**config.mk**
```make
export PLATFORM = sky130hd
export DESIGN_NAME = periodic_task_dispatcher
export DESIGN_NICKNAME = d
export VERILOG_FILES = /design/src/rtl/pds_pkg.sv /design/src/rtl/pds_ram.sv /design/src/rtl/pds_mod.sv /design/src/rtl/periodic_task_dispatcher.sv
export SDC_FILE = /design/constraint.sdc
export NUM_CORES = 1
export LEC_CHECK = 0
export ABC_AREA = 1
export BUFFER_PORTS_ARGS = -buffer_cell sky130_fd_sc_hd__buf_2
export CAP_MARGIN = 30
export CORE_ASPECT_RATIO = 0.8
export CORE_MARGIN = 2
export CORE_UTILIZATION = 33
export CTS_CLUSTER_SIZE = 16
export DETAILED_ROUTE_END_ITERATION = 6
export GPL_TIMING_DRIVEN = 0
export PLACE_DENSITY_LB_ADDON = 0.2
export SLEW_MARGIN = 20
export SYNTH_ARGS = -nofsm -noshare
export SYNTH_HDL_FRONTEND = slang
export SYNTH_SLANG_ARGS = --single-unit
```
**constraint.sdc**
```tcl
create_clock -name clock -period 6.3 [get_ports clock]
set_clock_uncertainty 0.2 [all_clocks]
set_input_delay 1.26 -clock clock [delete_from_list [all_inputs] [get_ports clock]]
set_output_delay 1.26 -clock clock [all_outputs]
set_load 0.005 [all_outputs]
```
**src/rtl/pds_pkg.sv**
```systemverilog
// Package for the periodic task dispatcher: field widths, item and result
// structs, slot table entry layout, opcode and controller state enums.
// No dependencies.
package pds_pkg;

   localparam int KindW            = 2;
   localparam int SlotW            = 3;
   localparam int PeriodW          = 16;
   localparam int TickW            = 32;
   localparam int TaskSlotsDefault = 8;
   // remainder unit step count must hold TickW itself
   localparam int ModCountW        = $clog2(TickW + 1);

   typedef enum logic [KindW-1:0] {
      KIND_TICK   = 2'd0,
      KIND_CREATE = 2'd1,
      KIND_DELETE = 2'd2,
      KIND_STATE  = 2'd3
   } kind_type;

   typedef struct packed {
      kind_type             kind;
      logic [SlotW-1:0]     slot;
      logic [PeriodW-1:0]   period;
      logic                 has_handler;
      logic                 make_ready;
   } req_type;

   typedef struct packed {
      logic [SlotW-1:0]     due_slot;
      logic                 last_of_run;
   } rsp_type;

   // one word of the slot table
   typedef struct packed {
      logic [PeriodW-1:0]   period;
      logic                 ready;
      logic                 handler;
   } task_entry_type;

   localparam int EntryW = $bits(task_entry_type);

   typedef struct packed {
      logic                 done;
      logic                 rem_zero;
   } mod_status_type;

   typedef enum logic [2:0] {
      ST_IDLE,
      ST_EDIT,
      ST_READ,
      ST_EVAL,
      ST_DIV,
      ST_PUSH,
      ST_NEXT,
      ST_FLUSH
   } state_type;

endpackage

```
**src/rtl/pds_ram.sv**
```systemverilog
// Generic single-port-write, single-port-read RAM with registered read data.
// Depends on pds_pkg for default sizes.
module pds_ram #(
   parameter int WIDTH = pds_pkg::EntryW,
   parameter int DEPTH = pds_pkg::TaskSlotsDefault,
   localparam int AddrW = (DEPTH > 1) ? $clog2(DEPTH) : 1
) (
   input  logic             clock,
   input  logic             wr_en,
   input  logic [AddrW-1:0] wr_addr,
   input  logic [WIDTH-1:0] wr_data,
   input  logic             rd_en,
   input  logic [AddrW-1:0] rd_addr,
   output logic [WIDTH-1:0] rd_data
);

   logic [WIDTH-1:0] mem [DEPTH];
   logic [WIDTH-1:0] rd_data_ff;

   always_ff @(posedge clock) begin
      if (wr_en) begin
         mem[wr_addr] <= wr_data;
      end
      if (rd_en) begin
         rd_data_ff <= mem[rd_addr];
      end
   end

   assign rd_data = rd_data_ff;

endmodule

```
**src/rtl/pds_mod.sv**
```systemverilog
// Bit-serial remainder unit: tick count modulo a 16-bit period, one
// quotient bit per cycle. Depends on pds_pkg.
module pds_mod (
   input  logic                          clock,
   input  logic                          reset,
   input  logic                          start,
   input  logic [pds_pkg::TickW-1:0]     dividend,
   input  logic [pds_pkg::PeriodW-1:0]   divisor,
   output pds_pkg::mod_status_type       status
);
   import pds_pkg::*;

   logic                 busy_ff, busy_in;
   logic                 done_ff, done_in;
   logic [ModCountW-1:0] count_ff, count_in;
   logic [PeriodW-1:0]   rem_ff, rem_in;
   logic [TickW-1:0]     num_ff, num_in;
   logic [PeriodW-1:0]   den_ff, den_in;
   logic [PeriodW:0]     shifted;
   logic [PeriodW:0]     diff;

   always_comb begin
      shifted  = {rem_ff, num_ff[TickW-1]};
      diff     = shifted - {1'b0, den_ff};
      busy_in  = busy_ff;
      done_in  = 1'b0;
      count_in = count_ff;
      rem_in   = rem_ff;
      num_in   = num_ff;
      den_in   = den_ff;
      if (start) begin
         busy_in  = 1'b1;
         count_in = ModCountW'(TickW);
         rem_in   = '0;
         num_in   = dividend;
         den_in   = divisor;
      end else if (busy_ff) begin
         // restoring step: subtract when the shifted remainder reaches the period
         rem_in   = (shifted >= {1'b0, den_ff}) ? diff[PeriodW-1:0] : shifted[PeriodW-1:0];
         num_in   = {num_ff[TickW-2:0], 1'b0};
         count_in = count_ff - 1'b1;
         if (count_ff == ModCountW'(1)) begin
            busy_in = 1'b0;
            done_in = 1'b1;
         end
      end
   end

   always_ff @(posedge clock) begin
      if (reset) begin
         busy_ff <= 1'b0;
         done_ff <= 1'b0;
      end else begin
         busy_ff <= busy_in;
         done_ff <= done_in;
      end
      count_ff <= count_in;
      rem_ff   <= rem_in;
      num_ff   <= num_in;
      den_ff   <= den_in;
   end

   assign status.done     = done_ff;
   assign status.rem_zero = (rem_ff == '0);

endmodule

```
**src/rtl/periodic_task_dispatcher.sv**
```systemverilog
// Periodic task dispatcher. Create, delete and set-state transfers edit one
// slot of the task table and give no result: create is a single write, delete
// and set-state a read, modify, write of the table RAM. A tick transfer bumps
// the 32-bit tick counter, then walks every slot in order: each slot is read
// and evaluated, each ready slot with a handler and nonzero period goes through
// the bit-serial remainder unit, each due slot is pushed, and the walk ends in
// the flush state; rsp_stall can hold the walk while a due slot waits in the
// output register. The remainder unit sets the pace. Due slot indices leave
// through an output register, the last one of a tick marked; req_stall stays
// high until the walk is done.
// Depends on pds_pkg, pds_ram and pds_mod.
module periodic_task_dispatcher #(
   parameter int TASK_SLOTS = pds_pkg::TaskSlotsDefault
) (
   input  logic              clock,
   input  logic              reset,
   input  logic              req_valid,
   output logic              req_stall,
   input  pds_pkg::req_type  req_payload,
   output logic              rsp_valid,
   input  logic              rsp_stall,
   output pds_pkg::rsp_type  rsp_payload
);
   import pds_pkg::*;

   localparam int SlotAw = (TASK_SLOTS > 1) ? $clog2(TASK_SLOTS) : 1;
   localparam int WideW  = ((SlotAw > SlotW) ? SlotAw : SlotW) + 1;

   state_type           state_ff, state_in;
   logic [TickW-1:0]    tick_ff, tick_in;
   logic [SlotAw-1:0]   scan_ff, scan_in;
   kind_type            kind_ff, kind_in;
   logic                make_ready_ff, make_ready_in;
   logic [SlotAw-1:0]   edit_addr_ff, edit_addr_in;
   logic [SlotAw-1:0]   rd_addr_ff, rd_addr_in;
   logic [TASK_SLOTS-1:0] valid_ff, valid_in;
   logic                pend_valid_ff, pend_valid_in;
   logic [SlotW-1:0]    pend_slot_ff, pend_slot_in;
   logic                out_valid_ff, out_valid_in;
   rsp_type             out_ff, out_in;

   logic                ram_wr_en, ram_rd_en;
   logic [SlotAw-1:0]   ram_wr_addr, ram_rd_addr;
   logic [EntryW-1:0]   ram_wr_data, ram_rd_data;
   task_entry_type      entry_q, entry_w;

   logic                mod_start;
   mod_status_type      mod_st;

   logic [WideW-1:0]    slot_wide;
   logic                in_range;
   logic [SlotAw-1:0]   req_addr;
   logic [SlotW-1:0]    scan_slot;
   logic                eligible;
   logic                out_free;

   pds_ram #(
      .WIDTH (EntryW),
      .DEPTH (TASK_SLOTS)
   ) u_ram (
      .clock   (clock),
      .wr_en   (ram_wr_en),
      .wr_addr (ram_wr_addr),
      .wr_data (ram_wr_data),
      .rd_en   (ram_rd_en),
      .rd_addr (ram_rd_addr),
      .rd_data (ram_rd_data)
   );

   pds_mod u_mod (
      .clock    (clock),
      .reset    (reset),
      .start    (mod_start),
      .dividend (tick_ff),
      .divisor  (entry_q.period),
      .status   (mod_st)
   );

   // entries never written read as all zeros
   assign entry_q   = valid_ff[rd_addr_ff] ? task_entry_type'(ram_rd_data) : '0;
   assign slot_wide = WideW'(req_payload.slot);
   assign in_range  = (slot_wide < WideW'(TASK_SLOTS));
   assign req_addr  = SlotAw'(slot_wide);
   assign scan_slot = SlotW'(WideW'(scan_ff));
   assign eligible  = entry_q.ready && entry_q.handler && (entry_q.period != '0);
   assign out_free  = !out_valid_ff || !rsp_stall;

   always_comb begin
      state_in      = state_ff;
      tick_in       = tick_ff;
      scan_in       = scan_ff;
      kind_in       = kind_ff;
      make_ready_in = make_ready_ff;
      edit_addr_in  = edit_addr_ff;
      rd_addr_in    = rd_addr_ff;
      valid_in      = valid_ff;
      pend_valid_in = pend_valid_ff;
      pend_slot_in  = pend_slot_ff;
      out_valid_in  = out_valid_ff && rsp_stall;
      out_in        = out_ff;
      ram_wr_en     = 1'b0;
      ram_wr_addr   = edit_addr_ff;
      ram_wr_data   = '0;
      ram_rd_en     = 1'b0;
      ram_rd_addr   = scan_ff;
      entry_w       = entry_q;
      mod_start     = 1'b0;
      req_stall     = (state_ff != ST_IDLE);

      unique case (state_ff)
         ST_IDLE: begin
            if (req_valid) begin
               if (req_payload.kind == KIND_TICK) begin
                  tick_in  = TickW'(tick_ff + 1'b1);
                  scan_in  = '0;
                  state_in = ST_READ;
               end else if (in_range) begin
                  edit_addr_in  = req_addr;
                  kind_in       = req_payload.kind;
                  make_ready_in = req_payload.make_ready;
                  if (req_payload.kind == KIND_CREATE) begin
                     entry_w.period   = req_payload.period;
                     entry_w.ready    = 1'b1;
                     entry_w.handler  = req_payload.has_handler;
                     ram_wr_en        = 1'b1;
                     ram_wr_addr      = req_addr;
                     ram_wr_data      = entry_w;
                     valid_in[req_addr] = 1'b1;
                  end else begin
                     ram_rd_en   = 1'b1;
                     ram_rd_addr = req_addr;
                     rd_addr_in  = req_addr;
                     state_in    = ST_EDIT;
                  end
               end
            end
         end
         ST_EDIT: begin
            priority if (kind_ff == KIND_DELETE) begin
               entry_w.handler = 1'b0;
            end else begin
               entry_w.ready = make_ready_ff;
            end
            ram_wr_en              = 1'b1;
            ram_wr_addr            = edit_addr_ff;
            ram_wr_data            = entry_w;
            valid_in[edit_addr_ff] = 1'b1;
            state_in               = ST_IDLE;
         end
         ST_READ: begin
            ram_rd_en   = 1'b1;
            ram_rd_addr = scan_ff;
            rd_addr_in  = scan_ff;
            state_in    = ST_EVAL;
         end
         ST_EVAL: begin
            if (eligible) begin
               mod_start = 1'b1;
               state_in  = ST_DIV;
            end else begin
               state_in  = ST_NEXT;
            end
         end
         ST_DIV: begin
            if (mod_st.done) begin
               state_in = mod_st.rem_zero ? ST_PUSH : ST_NEXT;
            end
         end
         ST_PUSH: begin
            // hold the newest due slot back until we know whether it is the last
            if (out_free) begin
               if (pend_valid_ff) begin
                  out_valid_in       = 1'b1;
                  out_in.due_slot    = pend_slot_ff;
                  out_in.last_of_run = 1'b0;
               end
               pend_valid_in = 1'b1;
               pend_slot_in  = scan_slot;
               state_in      = ST_NEXT;
            end
         end
         ST_NEXT: begin
            if (scan_ff == SlotAw'(TASK_SLOTS - 1)) begin
               state_in = ST_FLUSH;
            end else begin
               scan_in  = SlotAw'(scan_ff + 1'b1);
               state_in = ST_READ;
            end
         end
         ST_FLUSH: begin
            if (!pend_valid_ff) begin
               state_in = ST_IDLE;
            end else if (out_free) begin
               out_valid_in       = 1'b1;
               out_in.due_slot    = pend_slot_ff;
               out_in.last_of_run = 1'b1;
               pend_valid_in      = 1'b0;
               state_in           = ST_IDLE;
            end
         end
         default: begin
            state_in = ST_IDLE;
         end
      endcase
   end

   always_ff @(posedge clock) begin
      if (reset) begin
         state_ff      <= ST_IDLE;
         tick_ff       <= '0;
         valid_ff      <= '0;
         pend_valid_ff <= 1'b0;
         out_valid_ff  <= 1'b0;
      end else begin
         state_ff      <= state_in;
         tick_ff       <= tick_in;
         valid_ff      <= valid_in;
         pend_valid_ff <= pend_valid_in;
         out_valid_ff  <= out_valid_in;
      end
      scan_ff       <= scan_in;
      kind_ff       <= kind_in;
      make_ready_ff <= make_ready_in;
      edit_addr_ff  <= edit_addr_in;
      rd_addr_ff    <= rd_addr_in;
      pend_slot_ff  <= pend_slot_in;
      out_ff        <= out_in;
   end

   assign rsp_valid   = out_valid_ff;
   assign rsp_payload = out_ff;

endmodule

```
[Word level (Yosys, flattened, before mapping)]
Memories as Yosys holds them, arrays and structs flattened. A register that Yosys moved wholly into a read port is not among the register bits.
Index checks and enable logic that the tools add are counted.
Storage, ports and cells
  RAM bits: 144
  word-level logic and storage cells: 174
  register bits after elaboration: 136
  memories: 1
Memories
  u_ram.mem: depth 8, width 18, rd ports 1, clocked after memory_dff 1, wr ports 1, RTL line pds_ram.sv:17  | logic [WIDTH-1:0] mem [DEPTH];
Cells by class
  equality and inequality tests: 26
  $add $sub $neg: 4
  $lt $le $gt $ge: 7
  bitwise logic cells: 4
  multiplexer cells: 85
  reductions and logical operators: 28
Operator list (number)
  $mux W18: 5
  $mux W3: 26
  $mux W32: 2
  $pmux W18 S2: 1
  $add A32 B1 Y32 const B: 1
  $mux W8: 4
  $mux W1: 28
  $pmux W3 S8: 1
  $ne A2 B2 Y1 const B: 11
  $ge A17 B16 Y1: 1
  $logic_not A16 Y1: 1
  $lt A3 B4 Y1 const B: 4
  $mux W16: 1
  $mux W4: 4
  $or A8 B8 Y8: 2
  $pmux W8 S2: 1
  $reduce_bool A16 Y1: 1
  $sub A16 B16 Y16: 1
  $eq A3 B3 Y1 const B: 5
  $reduce_and A5 Y1: 3
  $pmux W3 S2: 2
  $reduce_bool A2 Y1: 5
  $ne A3 B3 Y1 const B: 3
  $pmux W1 S2: 4
  other kinds (25): 37

[Depth between registers and ports, before layout]
  depth in word-level cells: 10
  gate-level depth with buffers: 17
  mapped depth without buffers: 16

[By module]
Synthesis repeated with hierarchy kept, for this count alone.
Second synthesis, totals
  cell total of the unflattened synthesis: 1733
  area, all modules: 14764.2 um2
By module, submodules not included
  pds_ram: cells an instance 657, area an instance 6917.9 um2, seq. area each 4864.7 um2, times used 1
  pds_mod: cells an instance 546, area an instance 4146.5 um2, seq. area each 1921.8 um2, times used 1
  periodic_task_dispatcher: cells an instance 530, area an instance 3699.8 um2, seq. area each 1471.4 um2, times used 1

[Worst setup path after synthesis]
Ideal clock, no wire load.
  path kind: input to register
  start point: in req_payload[21] (netlist bit)
  end point: mem u_ram.mem[1][0] (netlist bit), enable pin
  cell stages on the path: 9
  buffers on the path: 1
  arrival time: 2572 ps
  slack: 3155 ps
  path through: inv_1 -> nor2_1 -> inv_1 -> nor3_2 -> buf_4 -> o21ai_0 -> a21oi_1 -> nand2_1 -> inv_1
On the way
  cells in the longest elaborated chain, start to end: 8
  elaborated cells between the ends (all ways): 14
RTL lines
  start: declaration: RTL line periodic_task_dispatcher.sv:19  | input pds_pkg::req_type req_payload,
  $eq A2 B1 Y1: RTL line periodic_task_dispatcher.sv:121  | if (req_payload.kind == KIND_CREATE) begin
  $mux W1: RTL line periodic_task_dispatcher.sv:121
  $mux W1: RTL line periodic_task_dispatcher.sv:117  | end else if (in_range) begin
  $mux W1: RTL line periodic_task_dispatcher.sv:113  | if (req_payload.kind == KIND_TICK) begin
  $mux W1: RTL line periodic_task_dispatcher.sv:112  | if (req_valid) begin
  $pmux W1 S2: RTL line periodic_task_dispatcher.sv:110  | unique case (state_ff)
  $mux W1: RTL line pds_ram.sv:21  | if (wr_en) begin
  $mux W1 (not written as such): RTL line pds_ram.sv:22  | mem[wr_addr] <= wr_data;
  end: declaration: RTL line pds_ram.sv:17
Several ways; a longest one is shown, not always the timed one.

[Worst setup path after layout]
  start point: in req_payload[22] (netlist bit)
  end point: mem u_ram.mem[5][4] (netlist bit), enable pin
The elaborated chain is that of the path after synthesis.

==> results.sh <==
export IMPL_grt_total_usage_pct=17.0
export IMPL_worstSetupEndpointType="flip-flop"
export IMPL_finalHoldViolations=0
export IMPL_drt_wirelength_per_cell_um=18.1
export IMPL_drv_cap=0
export IMPL_powerDensity_nw_per_um2=405
export IMPL_synth_flop_cell="edfxtp_1"
export IMPL_grt_pass1_vias=9593
export IMPL_critPathMaxFanout=12
export IMPL_synthArstFlopShare_pct=0
export IMPL_die_area_um2=43300
export IMPL_hpwlAfterDp_um=26000
export IMPL_fillCellCount=4119
export IMPL_synth_seq_cells=298
export IMPL_start_kind="primary input"
export IMPL_maxSlewHeadroom_pct=33.5
export IMPL_period_minus_slack_ps=3430
export IMPL_drv_slew=0
export IMPL_start_util_pct=33.6
export IMPL_tightestPinTransition_ps=992
export IMPL_postCtsSetupBuffers=0
export IMPL_ioPinCount=33
export IMPL_coreArea_um2=40900
export IMPL_clock_latency_ps=540
export IMPL_synthTopCellsByCount="nand2_1, edfxtp_1, inv_1"
export IMPL_fin_nets=1513
export IMPL_grt_ovfl_total=0
export IMPL_area_growth_pct=16.0
export IMPL_rsz0062_at_grt="false"
export IMPL_antenna_left=0
export IMPL_ir_drop_mv=0.186
export IMPL_worstSetupPathType="primary input to flip-flop"
export IMPL_die_h_um=187
export IMPL_drtPass1Iterations=5
export IMPL_cts_tree="done"
export IMPL_dr_total_vias=10000
export IMPL_drt_wl_total_um=36800
export IMPL_tns_ps=0
export IMPL_yosysMostFrequentCell="nand2_1"
export IMPL_drc=0
export IMPL_cts_hold_buf=0
export IMPL_max_freq_mhz=291
export IMPL_status="complete, no violations"
export IMPL_vias_per_cell=4.92
export IMPL_ctsResizeCount=0
export IMPL_whs_ps=231
export IMPL_cts_max_path_buffers=3
export IMPL_synth_cell_types=53
export IMPL_io_buffers=32
export IMPL_clock_sinks=298
export IMPL_die_width_um=232
export IMPL_synth_edff_count=229
export IMPL_synth_area_leaders="edfxtp_1, dfxtp_1, nand2_1"
export IMPL_path_cells="buf_2 -> nor2_1 -> inv_1 -> nor3_2 -> buf_4 -> o21ai_0 -> a21oi_1 -> nand2_1 -> inv_1 -> buf_8"
export IMPL_slowest_delay_ps=580
export IMPL_synth_top_area_share_pct=50.0
export IMPL_ys_seq_area_share_pct=60.1
export IMPL_drive_above_1_share_pct=12.4
export IMPL_power_static_leakage_nw=6.14
export IMPL_drt_initial_drc_count=953
export IMPL_std_cell_rows=66
export IMPL_grt_pass1_wl_um=56400
export IMPL_clkTransAtPathRegs_ps=60
export IMPL_required_ps=6340
export IMPL_place_congestion=0.872
export IMPL_crit_top_cell="inv_1"
export IMPL_root_buffer="clkbuf_16"
export IMPL_cp_arrival_ps=3470
export IMPL_numCtsBuffers=34
export IMPL_syn_num_nets=1432
export IMPL_finalSetupViolations=0
export IMPL_synth_area_um2=13700
export IMPL_yosysWarnings=0
export IMPL_antenna_found_initial=1
export IMPL_cp_slowest_cell="inv_1"
export IMPL_grt_max_degree=21
export IMPL_yosys_area_top_type="edfxtp_1"
export IMPL_syn_inst=1383
export IMPL_syn_area_per_cell_um2=9.94
export IMPL_period_share_pct=54.5
export IMPL_insertedDiodeCount=0
export IMPL_hold_class="flip-flop to flip-flop"
export IMPL_cts_max_level=2
[report_power, final]
part / total (mW) / switching, mW / internal, mW
clock: 1.99 / 0.823 / 1.17
sequential: 2.58 / 0.127 / 2.45
combinational: 1.89 / 1.27 / 0.614
total: 6.46 / 2.22 / 4.23
[sequential cells by signal, summed over array words and instances, names as in the netlist, 2 cells and up]
name / count
valid_ff: 8
tick_ff: 32
rd_addr_ff: 3
pend_slot_ff: 3
u_mod.count_ff: 6
scan_ff: 3
rsp_payload: 4
u_ram.rd_data: 18
edit_addr_ff: 3
u_ram.mem: 144
u_mod.num_ff: 32
kind_ff: 2
u_mod.rem_ff: 16
u_mod.den_ff: 16
state_ff: 3
[cell usage in the layout (no fill, tap or decap), types with 6 or more instances in the layout]
cell and count:
a21oi_1 51, o21ai_1 42, nor4_1 6, buf_6 10
nor2_1 144, clkbuf_1 28, clkbuf_16 34, nand2_1 235
mux2_2 18, clkinv_2 7, nand4_1 13, dfxtp_1 69
xnor2_1 9, o211ai_1 9, o21ai_2 9, buf_2 47
edfxtp_1 229, o21ai_0 104, o22ai_1 37, xor2_1 13
nand3_1 63, nand2_2 6, nor3_1 28, inv_1 169
a22o_1 8, ha_1 21
[per-layer routing]
layer	share of wire [%]	routed length, µm	global-route usage, %	vias to the layer above
met5	0	0	0	-
met4	1.7	644	4.02	0
met3	6.7	2490	3.22	45
met2	40	14700	23.4	265
met1	52	19000	27.0	4789
li1	-	-	-	4910
[cells by family (layout without fill, tap and decap cells)]
group | count (synthesis) | in the layout | share of synthesized area (%)
AOI/OAI and AO/OA | 273 | 273 | 11.2
adders and majority gates | 22 | 22 | 2.06
xor gates and xnor gates | 22 | 22 | 1.40
DFF | 298 | 298 | 60.1
buffers and inverters | 225 | 332 | 6.94
and+or+nand+nor | 525 | 525 | 16.9
muxes | 18 | 18 | 1.47
[cell type report]
type                            instances  area (µm²)  area share, %
Buffer                                 48         283           1.77
Clock buffer                           44         918           5.76
Clock inverter                         18         206           1.29
Inverter                              177         672           4.21
Multi-Input combinational cell        860        4540           28.5
Sequential cell                       298        8260           51.8
Tap cell                              544         681           4.27
Timing Repair Buffer                   45         388           2.43
[final timing paths]
check | startpoint | endpoint | slack (ps) | cells past startpoint
worst max-delay path | req_payload[22] | u_ram.mem[5][4]$_DFFE_PP_ | 2870 | 10
worst max register to register | rd_addr_ff[0]$_DFFE_PP_ | u_mod.num_ff[22]$_DFFE_PP_ | 3070 | 13
worst min-delay path | pend_slot_ff[0]$_DFFE_PP_ | rsp_payload[1]$_DFFE_PP_ | 230 | 0
worst min register to register | pend_slot_ff[0]$_DFFE_PP_ | rsp_payload[1]$_DFFE_PP_ | 230 | 0
[worst max-delay path: cells and delay by family]
kind | cells | cell delay (ps)
AND/OR/NAND/NOR | 3 | 460
AO/OA/AOI/OAI | 2 | 460
buffers and inverters | 5 | 1280
[stage by stage]
stage | worst slack (ps) | power (mW) | utilization (%) | std cells | instance area, µm²
floorplan | 3160 | 3.86 | - | 1383 | 13700
global route | 2710 | 6.81 | 39.0 | 2034 | 15900
finish | 2870 | 6.46 | 39.0 | 2034 | 15900
detailed placement | 2330 | 4.47 | 36.0 | 1965 | 14700
CTS | 2900 | 6.46 | 38.8 | 2027 | 15800
global placement | 2230 | 4.43 | 35.7 | 1959 | 14600
No activity file was read; power rests on OpenSTA's default activity.
